File: src/ucer_pkg.sv
package ucer_pkg;

  // Result actions as seen on the action port
  typedef enum logic [2:0] {
    ACT_SETUP_END = 3'd0,
    ACT_SET_ADDR  = 3'd1,
    ACT_REINIT    = 3'd2,
    ACT_ACK_RX    = 3'd3,
    ACT_FIFO_WORD = 3'd4,
    ACT_SEND_IN   = 3'd5,
    ACT_STALL     = 3'd6,
    ACT_CFG_BULK  = 3'd7
  } action_t;

  // Main operation of one classified poll
  typedef enum logic [2:0] {
    OP_NONE    = 3'd0,
    OP_STALL   = 3'd1,
    OP_ACK_END = 3'd2,
    OP_CONFIG  = 3'd3,
    OP_SEND    = 3'd4,
    OP_ADDR    = 3'd5
  } op_t;

  // Back-end sequencer steps, in emission order
  typedef enum logic [2:0] {
    S_SUE   = 3'd0,
    S_RADDR = 3'd1,
    S_RINIT = 3'd2,
    S_ACK   = 3'd3,
    S_MAIN  = 3'd4,
    S_CFG   = 3'd5,
    S_WORD  = 3'd6,
    S_SEND  = 3'd7
  } step_t;

  localparam logic [1:0] KIND_STD   = 2'd0;
  localparam logic [1:0] KIND_CLASS = 2'd1;

  localparam logic [7:0] REQ_GET_DESC    = 8'h06;
  localparam logic [7:0] REQ_SET_ADDR    = 8'h05;
  localparam logic [7:0] REQ_SET_CFG     = 8'h09;
  localparam logic [7:0] REQ_GET_MAX_LUN = 8'hFE;
  localparam logic [7:0] REQ_BOT_RESET   = 8'hFF;

  localparam logic [7:0] DESC_DEVICE = 8'h01;
  localparam logic [7:0] DESC_CONFIG = 8'h02;
  localparam logic [7:0] DESC_STRING = 8'h03;
  localparam logic [7:0] DESC_QUAL   = 8'h06;

  localparam logic [6:0] SETUP_LEN = 7'd8;

  localparam logic SRC_ROM = 1'b0;
  localparam logic SRC_LUN = 1'b1;

  localparam logic [7:0] DEV_START  = 8'd0;
  localparam logic [7:0] DEV_LEN    = 8'd18;
  localparam logic [7:0] CFG_START  = 8'd18;
  localparam logic [7:0] CFG_LEN    = 8'd32;
  localparam logic [7:0] QUAL_START = 8'd50;
  localparam logic [7:0] QUAL_LEN   = 8'd10;
  localparam int         STR_NUM    = 4;

  localparam logic [7:0] STR_START [STR_NUM] = '{8'd60, 8'd64, 8'd84, 8'd108};
  localparam logic [7:0] STR_LEN   [STR_NUM] = '{8'd4, 8'd20, 8'd24, 8'd10};

  localparam int ROM_SIZE = 118;

  localparam logic [7:0] DESC_ROM [ROM_SIZE] = '{
    // device
    8'h12, 8'h01, 8'h00, 8'h02, 8'h00, 8'h00, 8'h00, 8'h40, 8'h1C,
    8'h1C, 8'h20, 8'h00, 8'h00, 8'h02, 8'h01, 8'h02, 8'h03, 8'h01,
    // configuration, interface, two bulk endpoints
    8'h09, 8'h02, 8'h20, 8'h00, 8'h01, 8'h01, 8'h00, 8'hC0, 8'h32,
    8'h09, 8'h04, 8'h00, 8'h00, 8'h02, 8'h08, 8'h06, 8'h50, 8'h00,
    8'h07, 8'h05, 8'h81, 8'h02, 8'h00, 8'h02, 8'h00,
    8'h07, 8'h05, 8'h02, 8'h02, 8'h00, 8'h02, 8'h00,
    // device qualifier
    8'h0A, 8'h06, 8'h00, 8'h02, 8'h00, 8'h00, 8'h00, 8'h40, 8'h01, 8'h00,
    // string 0: language list
    8'h04, 8'h03, 8'h09, 8'h04,
    // string 1
    8'h14, 8'h03, 8'h46, 8'h00, 8'h72, 8'h00, 8'h65, 8'h00, 8'h65, 8'h00,
    8'h74, 8'h00, 8'h72, 8'h00, 8'h69, 8'h00, 8'h62, 8'h00, 8'h65, 8'h00,
    // string 2
    8'h18, 8'h03, 8'h46, 8'h00, 8'h6C, 8'h00, 8'h61, 8'h00, 8'h73, 8'h00,
    8'h68, 8'h00, 8'h20, 8'h00, 8'h44, 8'h00, 8'h72, 8'h00, 8'h69, 8'h00,
    8'h76, 8'h00, 8'h65, 8'h00,
    // string 3
    8'h0A, 8'h03, 8'h31, 8'h00, 8'h32, 8'h00, 8'h33, 8'h00, 8'h34, 8'h00
  };

  localparam int CMDQ_DEPTH = 2;

  typedef struct packed {
    logic        rx_ready;
    logic        tx_ready;
    logic        data_end;
    logic        setup_end;
    logic        bus_reset;
    logic [6:0]  setup_bytes;
    logic [7:0]  request_type;
    logic [7:0]  request_code;
    logic [15:0] request_value;
    logic [15:0] request_length;
  } poll_t;

  // One classified poll handed from front to back
  typedef struct packed {
    logic       setup_end;
    logic       bus_reset;
    logic       ack;
    op_t        op;
    logic       src;
    logic [7:0] offset;
    logic [7:0] chunk;
    logic       send_end;
    logic [6:0] address;
    logic       configured;
  } cmd_t;

  function automatic logic [7:0] rom_byte(input logic [7:0] pos);
    logic [7:0] r;
    r = 8'h00;
    if (pos < 8'(ROM_SIZE)) r = DESC_ROM[pos[6:0]];
    return r;
  endfunction

endpackage

File: src/ucer_cmdq.sv
module ucer_cmdq
  import ucer_pkg::*;
(
  input  logic clk,
  input  logic rst,
  input  logic wr_en,
  input  cmd_t wr_cmd,
  output logic full,
  input  logic rd_en,
  output cmd_t rd_cmd,
  output logic empty
);

  localparam int PTR_W = (CMDQ_DEPTH > 1) ? $clog2(CMDQ_DEPTH) : 1;
  localparam int CNT_W = $clog2(CMDQ_DEPTH + 1);

  cmd_t             slots [CMDQ_DEPTH];
  logic [PTR_W-1:0] wr_ptr;
  logic [PTR_W-1:0] rd_ptr;
  logic [CNT_W-1:0] count;
  logic             do_wr;
  logic             do_rd;

  assign full   = (count == CNT_W'(CMDQ_DEPTH));
  assign empty  = (count == '0);
  assign do_wr  = wr_en && !full;
  assign do_rd  = rd_en && !empty;
  assign rd_cmd = slots[rd_ptr];

  always_ff @(posedge clk) begin
    if (rst) begin
      wr_ptr <= '0;
      rd_ptr <= '0;
      count  <= '0;
    end else begin
      if (do_wr) begin
        slots[wr_ptr] <= wr_cmd;
        wr_ptr <= (wr_ptr == PTR_W'(CMDQ_DEPTH - 1)) ? '0 : wr_ptr + 1'b1;
      end
      if (do_rd) begin
        rd_ptr <= (rd_ptr == PTR_W'(CMDQ_DEPTH - 1)) ? '0 : rd_ptr + 1'b1;
      end
      if (do_wr && !do_rd) begin
        count <= count + 1'b1;
      end else if (do_rd && !do_wr) begin
        count <= count - 1'b1;
      end
    end
  end

endmodule

File: src/ucer_front.sv
module ucer_front
  import ucer_pkg::*;
#(
  parameter int PACKET_BYTES = 64,
  parameter int STRING_COUNT = 4
) (
  input  logic  clk,
  input  logic  rst,
  input  logic  accept,
  input  poll_t poll,
  output logic  q_push,
  output cmd_t  q_cmd
);

  localparam logic [7:0] PKT = 8'(PACKET_BYTES);
  localparam logic [7:0] STR_CNT = 8'(STRING_COUNT);

  logic [1:0] prev_status_bits;
  logic       reply_source;
  logic [7:0] reply_offset;
  logic [7:0] reply_remaining;
  logic [6:0] held_address;
  logic       address_pending;
  logic       is_configured;

  logic       reply_source_next;
  logic [7:0] reply_offset_next;
  logic [7:0] reply_remaining_next;
  logic [6:0] held_address_next;
  logic       address_pending_next;
  logic       is_configured_next;

  logic        send_req;
  logic        req_src;
  logic [7:0]  req_start;
  logic [7:0]  req_len;
  logic [15:0] req_limit;
  logic [7:0]  len_c;
  logic [7:0]  chunk;
  logic        fall;
  logic [1:0]  kind;
  logic [7:0]  desc_type;
  logic [7:0]  desc_idx;
  cmd_t        cmd;

  always_comb begin
    cmd                  = '0;
    cmd.op               = OP_NONE;
    send_req             = 1'b0;
    req_src              = SRC_ROM;
    req_start            = 8'd0;
    req_len              = 8'd0;
    req_limit            = 16'hFFFF;
    reply_source_next    = reply_source;
    reply_offset_next    = reply_offset;
    reply_remaining_next = reply_remaining;
    held_address_next    = held_address;
    address_pending_next = address_pending;
    is_configured_next   = is_configured;
    kind                 = poll.request_type[6:5];
    desc_type            = poll.request_value[15:8];
    desc_idx             = poll.request_value[7:0];
    fall = (prev_status_bits[0] && !poll.tx_ready) || (prev_status_bits[1] && !poll.data_end);

    cmd.setup_end = poll.setup_end;
    cmd.bus_reset = poll.bus_reset;

    if (poll.bus_reset) begin
      held_address_next    = 7'd0;
      address_pending_next = 1'b0;
      is_configured_next   = 1'b0;
    end

    if (poll.rx_ready) begin
      cmd.ack = 1'b1;
      if (poll.setup_bytes == SETUP_LEN) begin
        if (kind == KIND_STD) begin
          priority if (poll.request_code == REQ_GET_DESC) begin
            req_limit = poll.request_length;
            priority if (desc_type == DESC_DEVICE) begin
              send_req  = 1'b1;
              req_start = DEV_START;
              req_len   = DEV_LEN;
            end else if (desc_type == DESC_CONFIG) begin
              send_req  = 1'b1;
              req_start = CFG_START;
              req_len   = CFG_LEN;
            end else if (desc_type == DESC_QUAL) begin
              send_req  = 1'b1;
              req_start = QUAL_START;
              req_len   = QUAL_LEN;
            end else if (desc_type == DESC_STRING && desc_idx < STR_CNT
                         && desc_idx < 8'(STR_NUM)) begin
              send_req  = 1'b1;
              req_start = STR_START[desc_idx[1:0]];
              req_len   = STR_LEN[desc_idx[1:0]];
            end else begin
              cmd.op = OP_STALL;
            end
          end else if (poll.request_code == REQ_SET_ADDR) begin
            held_address_next    = poll.request_value[6:0];
            address_pending_next = 1'b1;
            cmd.op               = OP_ACK_END;
          end else if (poll.request_code == REQ_SET_CFG) begin
            is_configured_next = 1'b1;
            cmd.op             = OP_CONFIG;
          end else begin
            cmd.op = OP_STALL;
          end
        end else if (kind == KIND_CLASS) begin
          if (poll.request_code == REQ_GET_MAX_LUN) begin
            send_req = 1'b1;
            req_src  = SRC_LUN;
            req_len  = 8'd1;
          end else if (poll.request_code == REQ_BOT_RESET) begin
            cmd.op = OP_ACK_END;
          end
        end
      end
    end else if (fall) begin
      if (reply_remaining != 8'd0) begin
        send_req  = 1'b1;
        req_src   = reply_source;
        req_start = reply_offset;
        req_len   = reply_remaining;
      end else if (address_pending_next) begin
        cmd.op               = OP_ADDR;
        cmd.address          = held_address_next;
        address_pending_next = 1'b0;
      end
    end

    // Clamp to host length, then to one packet
    len_c = ({8'd0, req_len} > req_limit) ? req_limit[7:0] : req_len;
    chunk = (len_c > PKT) ? PKT : len_c;
    if (send_req) begin
      cmd.op               = OP_SEND;
      cmd.src              = req_src;
      cmd.offset           = req_start;
      cmd.chunk            = chunk;
      cmd.send_end         = (len_c == chunk);
      reply_source_next    = req_src;
      reply_offset_next    = req_start + chunk;
      reply_remaining_next = len_c - chunk;
    end

    cmd.configured = is_configured_next;
  end

  assign q_cmd  = cmd;
  assign q_push = accept && (cmd.setup_end || cmd.bus_reset || cmd.ack || cmd.op != OP_NONE);

  always_ff @(posedge clk) begin
    if (rst) begin
      prev_status_bits <= 2'd0;
      reply_source     <= SRC_ROM;
      reply_offset     <= 8'd0;
      reply_remaining  <= 8'd0;
      held_address     <= 7'd0;
      address_pending  <= 1'b0;
      is_configured    <= 1'b0;
    end else if (accept) begin
      prev_status_bits <= {poll.data_end, poll.tx_ready};
      reply_source     <= reply_source_next;
      reply_offset     <= reply_offset_next;
      reply_remaining  <= reply_remaining_next;
      held_address     <= held_address_next;
      address_pending  <= address_pending_next;
      is_configured    <= is_configured_next;
    end
  end

endmodule

File: src/ucer_back.sv
module ucer_back
  import ucer_pkg::*;
(
  input  logic        clk,
  input  logic        rst,
  input  logic [3:0]  max_lun,
  input  cmd_t        q_cmd,
  input  logic        q_empty,
  output logic        q_pop,
  input  logic        pop,
  output logic        empty,
  output logic [2:0]  action,
  output logic [63:0] data_word,
  output logic [3:0]  byte_count,
  output logic [6:0]  device_address,
  output logic        end_flag,
  output logic        configured,
  output logic        last
);

  function automatic logic [7:0] step_enables(input cmd_t c);
    logic [7:0] en;
    en          = '0;
    en[S_SUE]   = c.setup_end;
    en[S_RADDR] = c.bus_reset;
    en[S_RINIT] = c.bus_reset;
    en[S_ACK]   = c.ack;
    en[S_MAIN]  = (c.op == OP_STALL) || (c.op == OP_ACK_END) || (c.op == OP_CONFIG)
                  || (c.op == OP_ADDR);
    en[S_CFG]   = (c.op == OP_CONFIG);
    en[S_WORD]  = (c.op == OP_SEND) && (c.chunk != 8'd0);
    en[S_SEND]  = (c.op == OP_SEND);
    return en;
  endfunction

  // First enabled step at or above lo; 8 means none left
  function automatic logic [3:0] first_step(input logic [7:0] en, input logic [3:0] lo);
    logic [3:0] r;
    r = 4'd8;
    for (int i = 7; i >= 0; i--) begin
      if (en[i] && 4'(i) >= lo) r = 4'(i);
    end
    return r;
  endfunction

  logic        busy;
  step_t       step;
  step_t       step_next;
  cmd_t        cmd;
  logic [7:0]  done;
  logic [7:0]  done_next;
  logic        out_valid;
  action_t     out_action;
  logic [63:0] out_word;
  logic [3:0]  out_count;
  logic [6:0]  out_addr;
  logic        out_end;
  logic        out_cfg;
  logic        out_last;

  action_t     r_action;
  logic [63:0] r_word;
  logic [3:0]  r_count;
  logic [6:0]  r_addr;
  logic        r_end;
  logic [7:0]  diff;
  logic [3:0]  take;
  logic [7:0]  pos;
  logic [7:0]  byte_val;
  logic [3:0]  nxt_idx;
  logic [3:0]  ld_idx;
  logic        is_last;
  logic        fire;

  assign fire  = busy && (!out_valid || pop);
  assign q_pop = !busy && !q_empty;

  always_comb begin
    diff     = cmd.chunk - done;
    take     = (diff > 8'd8) ? 4'd8 : diff[3:0];
    r_word   = '0;
    byte_val = 8'd0;
    pos      = 8'd0;
    for (int i = 0; i < 8; i++) begin
      pos = cmd.offset + done + 8'(i);
      if (cmd.src == SRC_LUN) begin
        byte_val = (pos == 8'd0) ? {4'd0, max_lun} : 8'd0;
      end else begin
        byte_val = rom_byte(pos);
      end
      if (4'(i) < take) r_word[8*i +: 8] = byte_val;
    end
    done_next = (step == S_WORD) ? done + {4'd0, take} : done;

    if (step == S_WORD && done_next < cmd.chunk) begin
      nxt_idx = {1'b0, S_WORD};
    end else begin
      nxt_idx = first_step(step_enables(cmd), {1'b0, step} + 4'd1);
    end
    is_last   = nxt_idx[3];
    step_next = step_t'(nxt_idx[2:0]);
    ld_idx    = first_step(step_enables(q_cmd), 4'd0);

    r_action = ACT_SETUP_END;
    r_count  = 4'd0;
    r_addr   = 7'd0;
    r_end    = 1'b0;
    unique case (step)
      S_SUE:   r_action = ACT_SETUP_END;
      S_RADDR: r_action = ACT_SET_ADDR;
      S_RINIT: r_action = ACT_REINIT;
      S_ACK:   r_action = ACT_ACK_RX;
      S_MAIN: begin
        unique case (cmd.op)
          OP_STALL: r_action = ACT_STALL;
          OP_ADDR: begin
            r_action = ACT_SET_ADDR;
            r_addr   = cmd.address;
          end
          default: begin
            r_action = ACT_ACK_RX;
            r_end    = 1'b1;
          end
        endcase
      end
      S_CFG:   r_action = ACT_CFG_BULK;
      S_WORD: begin
        r_action = ACT_FIFO_WORD;
        r_count  = take;
      end
      S_SEND: begin
        r_action = ACT_SEND_IN;
        r_end    = cmd.send_end;
      end
      default: r_action = ACT_SETUP_END;
    endcase
    if (step != S_WORD) r_word = '0;
  end

  always_ff @(posedge clk) begin
    if (rst) begin
      busy      <= 1'b0;
      out_valid <= 1'b0;
      step      <= S_SUE;
    end else begin
      if (fire) begin
        out_valid  <= 1'b1;
        out_action <= r_action;
        out_word   <= r_word;
        out_count  <= r_count;
        out_addr   <= r_addr;
        out_end    <= r_end;
        out_cfg    <= cmd.configured;
        out_last   <= is_last;
        done       <= done_next;
        if (is_last) begin
          busy <= 1'b0;
        end else begin
          step <= step_next;
        end
      end else if (pop && out_valid) begin
        out_valid <= 1'b0;
      end
      if (q_pop) begin
        busy <= 1'b1;
        cmd  <= q_cmd;
        step <= step_t'(ld_idx[2:0]);
        done <= 8'd0;
      end
    end
  end

  assign empty          = !out_valid;
  assign action         = out_action;
  assign data_word      = out_word;
  assign byte_count     = out_count;
  assign device_address = out_addr;
  assign end_flag       = out_end;
  assign configured     = out_cfg;
  assign last           = out_last;

endmodule

File: src/usb_control_endpoint_responder.sv
// Control endpoint (endpoint 0) responder. Each beat pushed in is one poll of
// the endpoint: status bits, a bus reset flag and the fields of any received
// setup packet. The poll yields zero to nine result beats, popped in
// order, the final one marked by last: setup-end service, bus reset handling
// (set address 0, reinit storage), rx ack, then the request's own actions:
// descriptor replies as FIFO words of up to 8 bytes followed by a send,
// deferred set address, set configuration, get max LUN and bulk-only reset.
// A poll that calls for nothing gives no beat. Replies longer than
// PACKET_BYTES go out one packet per later falling TX-ready or data-end bit.
// The front classifies a poll in the cycle it is pushed and parks it
// in a two-entry command queue, so full rises only when two polls wait
// behind the back end. The back end fetches a command, then emits its result
// beats in order, holding while pop does not take the output beat, and takes
// the next command only after the last beat. The max_lun register is written
// through the cfg channel, which is always ready; write it only while idle.
module usb_control_endpoint_responder
  import ucer_pkg::*;
#(
  parameter int PACKET_BYTES = 64,
  parameter int STRING_COUNT = 4
) (
  input  logic        clk,
  input  logic        rst,
  // poll input queue
  input  logic        push,
  output logic        full,
  input  logic        rx_ready,
  input  logic        tx_ready,
  input  logic        data_end,
  input  logic        setup_end,
  input  logic        bus_reset,
  input  logic [6:0]  setup_bytes,
  input  logic [7:0]  request_type,
  input  logic [7:0]  request_code,
  input  logic [15:0] request_value,
  input  logic [15:0] request_length,
  // result output queue
  output logic        empty,
  input  logic        pop,
  output logic [2:0]  action,
  output logic [63:0] data_word,
  output logic [3:0]  byte_count,
  output logic [6:0]  device_address,
  output logic        end_flag,
  output logic        configured,
  output logic        last,
  // max_lun register write channel
  input  logic        cfg_valid,
  output logic        cfg_ready,
  input  logic [3:0]  cfg_data
);

  logic [3:0] max_lun;
  poll_t      poll;
  logic       accept;
  logic       q_push;
  cmd_t       q_wr_cmd;
  cmd_t       q_rd_cmd;
  logic       q_full;
  logic       q_empty;
  logic       q_pop;

  // The register is always writable; hold the last beat written
  assign cfg_ready = 1'b1;

  always_ff @(posedge clk) begin
    if (rst) begin
      max_lun <= 4'd0;
    end else if (cfg_valid && cfg_ready) begin
      max_lun <= cfg_data;
    end
  end

  // Accept a poll whenever the command queue has room
  assign full   = q_full;
  assign accept = push && !q_full;

  assign poll.rx_ready       = rx_ready;
  assign poll.tx_ready       = tx_ready;
  assign poll.data_end       = data_end;
  assign poll.setup_end      = setup_end;
  assign poll.bus_reset      = bus_reset;
  assign poll.setup_bytes    = setup_bytes;
  assign poll.request_type   = request_type;
  assign poll.request_code   = request_code;
  assign poll.request_value  = request_value;
  assign poll.request_length = request_length;

  ucer_front #(
    .PACKET_BYTES(PACKET_BYTES),
    .STRING_COUNT(STRING_COUNT)
  ) u_front (
    .clk   (clk),
    .rst   (rst),
    .accept(accept),
    .poll  (poll),
    .q_push(q_push),
    .q_cmd (q_wr_cmd)
  );

  ucer_cmdq u_cmdq (
    .clk   (clk),
    .rst   (rst),
    .wr_en (q_push),
    .wr_cmd(q_wr_cmd),
    .full  (q_full),
    .rd_en (q_pop),
    .rd_cmd(q_rd_cmd),
    .empty (q_empty)
  );

  ucer_back u_back (
    .clk           (clk),
    .rst           (rst),
    .max_lun       (max_lun),
    .q_cmd         (q_rd_cmd),
    .q_empty       (q_empty),
    .q_pop         (q_pop),
    .pop           (pop),
    .empty         (empty),
    .action        (action),
    .data_word     (data_word),
    .byte_count    (byte_count),
    .device_address(device_address),
    .end_flag      (end_flag),
    .configured    (configured),
    .last          (last)
  );

endmodule
File: config.mk
export PLATFORM = sky130hd
export DESIGN_NAME = usb_control_endpoint_responder
export DESIGN_NICKNAME = d
export VERILOG_FILES = /design/src/ucer_pkg.sv /design/src/ucer_cmdq.sv /design/src/ucer_front.sv /design/src/ucer_back.sv /design/src/usb_control_endpoint_responder.sv
export SDC_FILE = /design/constraint.sdc
export NUM_CORES = 1
export LEC_CHECK = 0
export BUFFER_PORTS_ARGS = -buffer_cell sky130_fd_sc_hd__buf_2
export CAP_MARGIN = 30
export CORE_ASPECT_RATIO = 2
export CORE_MARGIN = 3
export CORE_UTILIZATION = 65
export CTS_CLUSTER_SIZE = 10
export DETAILED_ROUTE_END_ITERATION = 8
export GPL_TIMING_DRIVEN = 0
export PLACE_DENSITY = 0.86
export SLEW_MARGIN = 20
export SYNTH_ARGS = -nofsm -noshare
export SYNTH_HDL_FRONTEND = slang
export SYNTH_HIERARCHICAL = 1
export SYNTH_SLANG_ARGS = --single-unit
File: constraint.sdc
create_clock -name clk -period 10.59 [get_ports clk]
set_clock_uncertainty 0.15 [all_clocks]
set_input_delay 0.5295 -clock clk [delete_from_list [all_inputs] [get_ports clk]]
set_output_delay 0.5295 -clock clk [all_outputs]
set_load 0.01 [all_outputs]
==> flow_metrics.tcl, run 1 <==
set metrics [dict create \
    grt_pass1_vias 26090 \
    clk_path_buf_depth 3 \
    grt_pass1_wl_mm 170.3 \
    syn_area_mm2 0.02022 \
    syn-instance-count 2401 \
    synthArstFlopShare_pct 0 \
    hold_buffers 0 \
    synth_top_area_share_pct 27.47 \
    synth_flop_cell "edfxtp_1" \
    syn_nets 2550 \
    synth.avg_cell_area_um2 8.423 \
    initial_core_util_pct 66.51 \
    cts_root_buffer "clkbuf_16" \
    status "did not finish" \
    rows 90 \
    error "[ERROR GRT-0116] Global routing finished with congestion. Check the congestion regions in the DRC Viewer." \
    postCtsSetupRepairBufs 0 \
    synth.area.top_cells "edfxtp_1 27%, ha_1 4.7%, a21oi_1 4.5%" \
    hpwlAfterDp_mm 69.18 \
    clock-sinks 227 \
    io_buffers 143 \
    place_congestion 1.139 \
    synth-seq-cells 227 \
    h-tree-depth 1 \
    yosys.area.top_type "edfxtp_1" \
    ys_types 104 \
    overflow 99 \
    grt_util_all_layers_pct 66.72 \
    yosysSeqAreaShare_pct 31.63 \
    synth_edf_count 185 \
    die_w_um 130.7 \
    cts_made_buffers 26 \
    yosys_warnings 6 \
    grt_start_max_net_pins 33 \
    postCtsResizedCells 0 \
    stop_stage "global routing" \
    die_h_um 255.5 \
    io_pins 153 \
]
cell families after synthesis:
family / count (synthesis) / share of synthesized area (%)
fa+ha+maj: 80 / 5.098
compound gates: 822 / 27.58
xor+xnor: 89 / 5.469
buf+inv: 293 / 6.199
other cells: 2 / 0.03714
flops: 227 / 31.63
mux: 73 / 4.151
simple gates: 815 / 19.84
stage by stage:
step                      cells  cell area, um^2  hold WS [ns]  setup slack [ns]  util, %
after floorplan            2401            20220        0.2503             4.903        -
after global placement     2912            21400        0.2540             3.134    70.38
after detailed placement   2929            21650        0.2751             3.866    71.22
after CTS                  2976            22400       0.08667             3.890    73.66
per-layer routing:
metal | track usage, % | GRT overflow
met1 | 64.55 | 0
met2 | 85.15 | 53
met3 | 49.10 | 1
met4 | 67.48 | 45
met5 | 17.03 | 0
cell usage after synthesis, drive strengths merged (9+ instances only):
cell     number
a2111oi      11
a211o         9
a211oi       45
a21o         16
a21oi       183
a221oi       22
a22o          9
a22oi        20
a311oi       26
a31oi        43
a32o          9
a41oi        13
and2         26
and3         14
buf          73
clkbuf      142
dfxtp        42
edfxtp      185
ha           76
inv          75
mux2         37
mux2i        31
nand2       223
nand2b       21
nand3        74
nand4        25
nor2        201
nor2b        20
nor3        116
nor4         39
o211ai       46
o21a          9
o21ai       180
o221ai       18
o22ai        34
o311a        10
o311ai       16
o31ai        14
o32ai        16
or2           9
or3          11
xnor2        57
xnor3        21
xor2         11
==> run 2: changes to the inputs <==
Settings changed: CORE_ASPECT_RATIO 2 to default, CORE_UTILIZATION 65 to 40, CTS_CLUSTER_SIZE 10 to default, PLACE_DENSITY 0.86 to default, PLACE_DENSITY_LB_ADDON from default to 0.15.
==> run 2 against run 1 <==
The run now ends clean. Area after synthesis did not move. Synthesized cell count unchanged.
==> flow_metrics.tcl, run 2 <==
set metrics [dict create \
    setup_tns_ns 0 \
    yosys.area.top_type "edfxtp_1" \
    synth-seq-cells 227 \
    synth.area.top_cells "edfxtp_1 27%, ha_1 4.7%, a21oi_1 4.5%" \
    synth_common_cells "221 x nand2_1, 198 x nor2_1, 185 x edfxtp_1" \
    drc_errors 0 \
    initial_core_util_pct 40.89 \
    cts_made_buffers 27 \
    yosys_warnings 6 \
    rows 81 \
    hpwlAfterDp_mm 66.89 \
    routed_wl_mm 89.87 \
    io_buffers 143 \
    h-tree-depth 1 \
    timing_worst_slew_pin_value_ns 1.184 \
    clock_latency_ns 0.58 \
    synth-compound-area-share_pct 27.58 \
    synth.area.mux_share_pct 4.151 \
    ys_types 104 \
    grt_util_all_layers_pct 32.75 \
    synth_flop_cell "edfxtp_1" \
    layout-drive-gt1-share_pct 13.85 \
    die_area_mm2 0.05329 \
    cts_tree "yes" \
    worstSetupEndpointType "flip-flop" \
    syn_area_mm2 0.02022 \
    grt_start_max_net_pins 29 \
    core_area_mm2 0.04946 \
    io_pins 153 \
    place_congestion 1.007 \
    die_h_um 230.9 \
    yosys.area_share.simple_pct 19.84 \
    cp.arrival_ns 7.01 \
    synth_top_area_share_pct 27.47 \
    status "completed" \
    first_pass_iters 6 \
    hold_buffers 0 \
    crit_fanout 11 \
    synthAdderAreaFrac_pct 5.098 \
    via_count 21710 \
    wire_per_inst_um 27.41 \
    yosysMostFrequentCell "nand2_1" \
    clk_pin_slew_ns 0.06 \
    syn_nets 2550 \
    cp-start-kind "flip-flop" \
    hold_viol_final 0 \
    slew_headroom_pct 21.10 \
    hold_path.class "input port to flip-flop" \
    postCtsSetupRepairBufs 0 \
    synth_edf_count 185 \
    antenna_found_initial 0 \
    finalSetupViolations 0 \
    synthXorXnorAreaFrac_pct 5.469 \
    area_growth_pct 13.57 \
    overflow 0 \
    fmax_mhz 145.5 \
    fin_nets 2742 \
    vias_per_cell 6.620 \
    yosysSeqAreaShare_pct 31.63 \
    clock-sinks 227 \
    layout_commonest_cell "nand2_1" \
    die_w_um 230.9 \
    fin_crit_sh_pct 64.90 \
    maxSlewViolCount 0 \
    cp.required_ns 10.72 \
    path_class "flip-flop to flip-flop" \
    cts_root_buffer "clkbuf_16" \
    drtAntennaViolNets 0 \
    grt_setup_unrepaired "false" \
    layout_common_cells "221 x nand2_1, 196 x nor2_1, 185 x edfxtp_1, 183 x buf_2, 181 x a21oi_1" \
    first_iter_violations 2609 \
    grt_pass1_wl_mm 134.4 \
    synthArstFlopShare_pct 0 \
    grt_pass1_vias 21110 \
    clk_path_buf_depth 3 \
    synth.avg_cell_area_um2 8.423 \
    synth_top_family_by_area "compound AO/OA/AOI/OAI gates" \
    finalCriticalPeriod_ns 6.873 \
    drv_cap 0 \
    postCtsResizedCells 0 \
    syn-instance-count 2401 \
]
run 2: logic make-up after synthesis:
group                    Yosys count
multiplexers                      73
XOR/XNOR                          89
adder cells (fa/ha/maj)           80
AO/OA/AOI/OAI                    822
other                              2
flip-flops                       227
AND/OR/NAND/NOR                  815
buffers and inverters            293
run 2: path summary, 6_finish.rpt:
| check | from | to | slack [ns] | cells after the start |
|---|---|---|---|---|
| max | u_back/done[0] | u_back/data_word[61] | 3.72 | 16 |
| min | cfg_data[2] | max_lun[2] | 0.04 | 3 |
| max reg2reg | u_back/done[0] | u_back/data_word[61] | 3.72 | 16 |
| min reg2reg | u_back/cmd[0] | u_back/configured | 0.28 | 0 |
run 2: worst max-delay path, stage by stage (launching register included):
cell and delay (ns):
edfxtp_1 0.54, ha_1 0.53, clkbuf_1 0.34, inv_1 0.39, clkbuf_1 0.45, buf_8 0.24, ha_1 0.39, clkinv_1 0.44
clkbuf_1 0.51, ha_1 0.51, buf_1 0.48, clkbuf_1 0.46, clkbuf_1 0.53, a21o_1 0.19, a32oi_1 0.05, a21oi_1 0.27
nor3_1 0.08
run 2: layout make-up:
cell class | count | area, um^2
Clock buffer | 32 | 704.4
Antenna cell | 1 | 2.502
Clock inverter | 18 | 205.2
Multi-Input combinational cell | 1881 | 12600
Inverter | 78 | 292.8
Sequential cell | 227 | 6396
Fill cell | 5057 | 26490
Buffer | 215 | 964.7
Tap cell | 664 | 830.8
Timing Repair Buffer | 163 | 967.2
run 2: per-layer routing:
metal,vias to the layer above,part of all wire (%),wire length (um),GRT usage (%)
met3,311,9.0,8072,6.133
met5,-,0,0,0
met1,10530,39,34620,40.86
li1,9577,-,-,-
met2,1291,45,40870,52.83
met4,0,7.0,6311,19.48
run 2: per-stage QoR:
| step | hold slack [ns] | cells | worst slack [ns] | area, um^2 | utilization (%) |
|---|---|---|---|---|---|
| floorplan | 0.2503 | 2401 | 4.903 | 20220 | - |
| global placement | 0.2676 | 3208 | 2.932 | 21770 | 44.02 |
| detailed placement | 0.2581 | 3226 | 3.991 | 22030 | 44.55 |
| CTS | 0.01197 | 3276 | 3.962 | 22940 | 46.39 |
| global route | 0.03295 | 3278 | 3.525 | 22960 | 46.43 |
| finish | 0.03892 | 3279 | 3.717 | 22970 | 46.44 |
Power of run 2 is not shown: default switching activity piles up to over one toggle a cycle in this logic, so the estimate is an artifact.
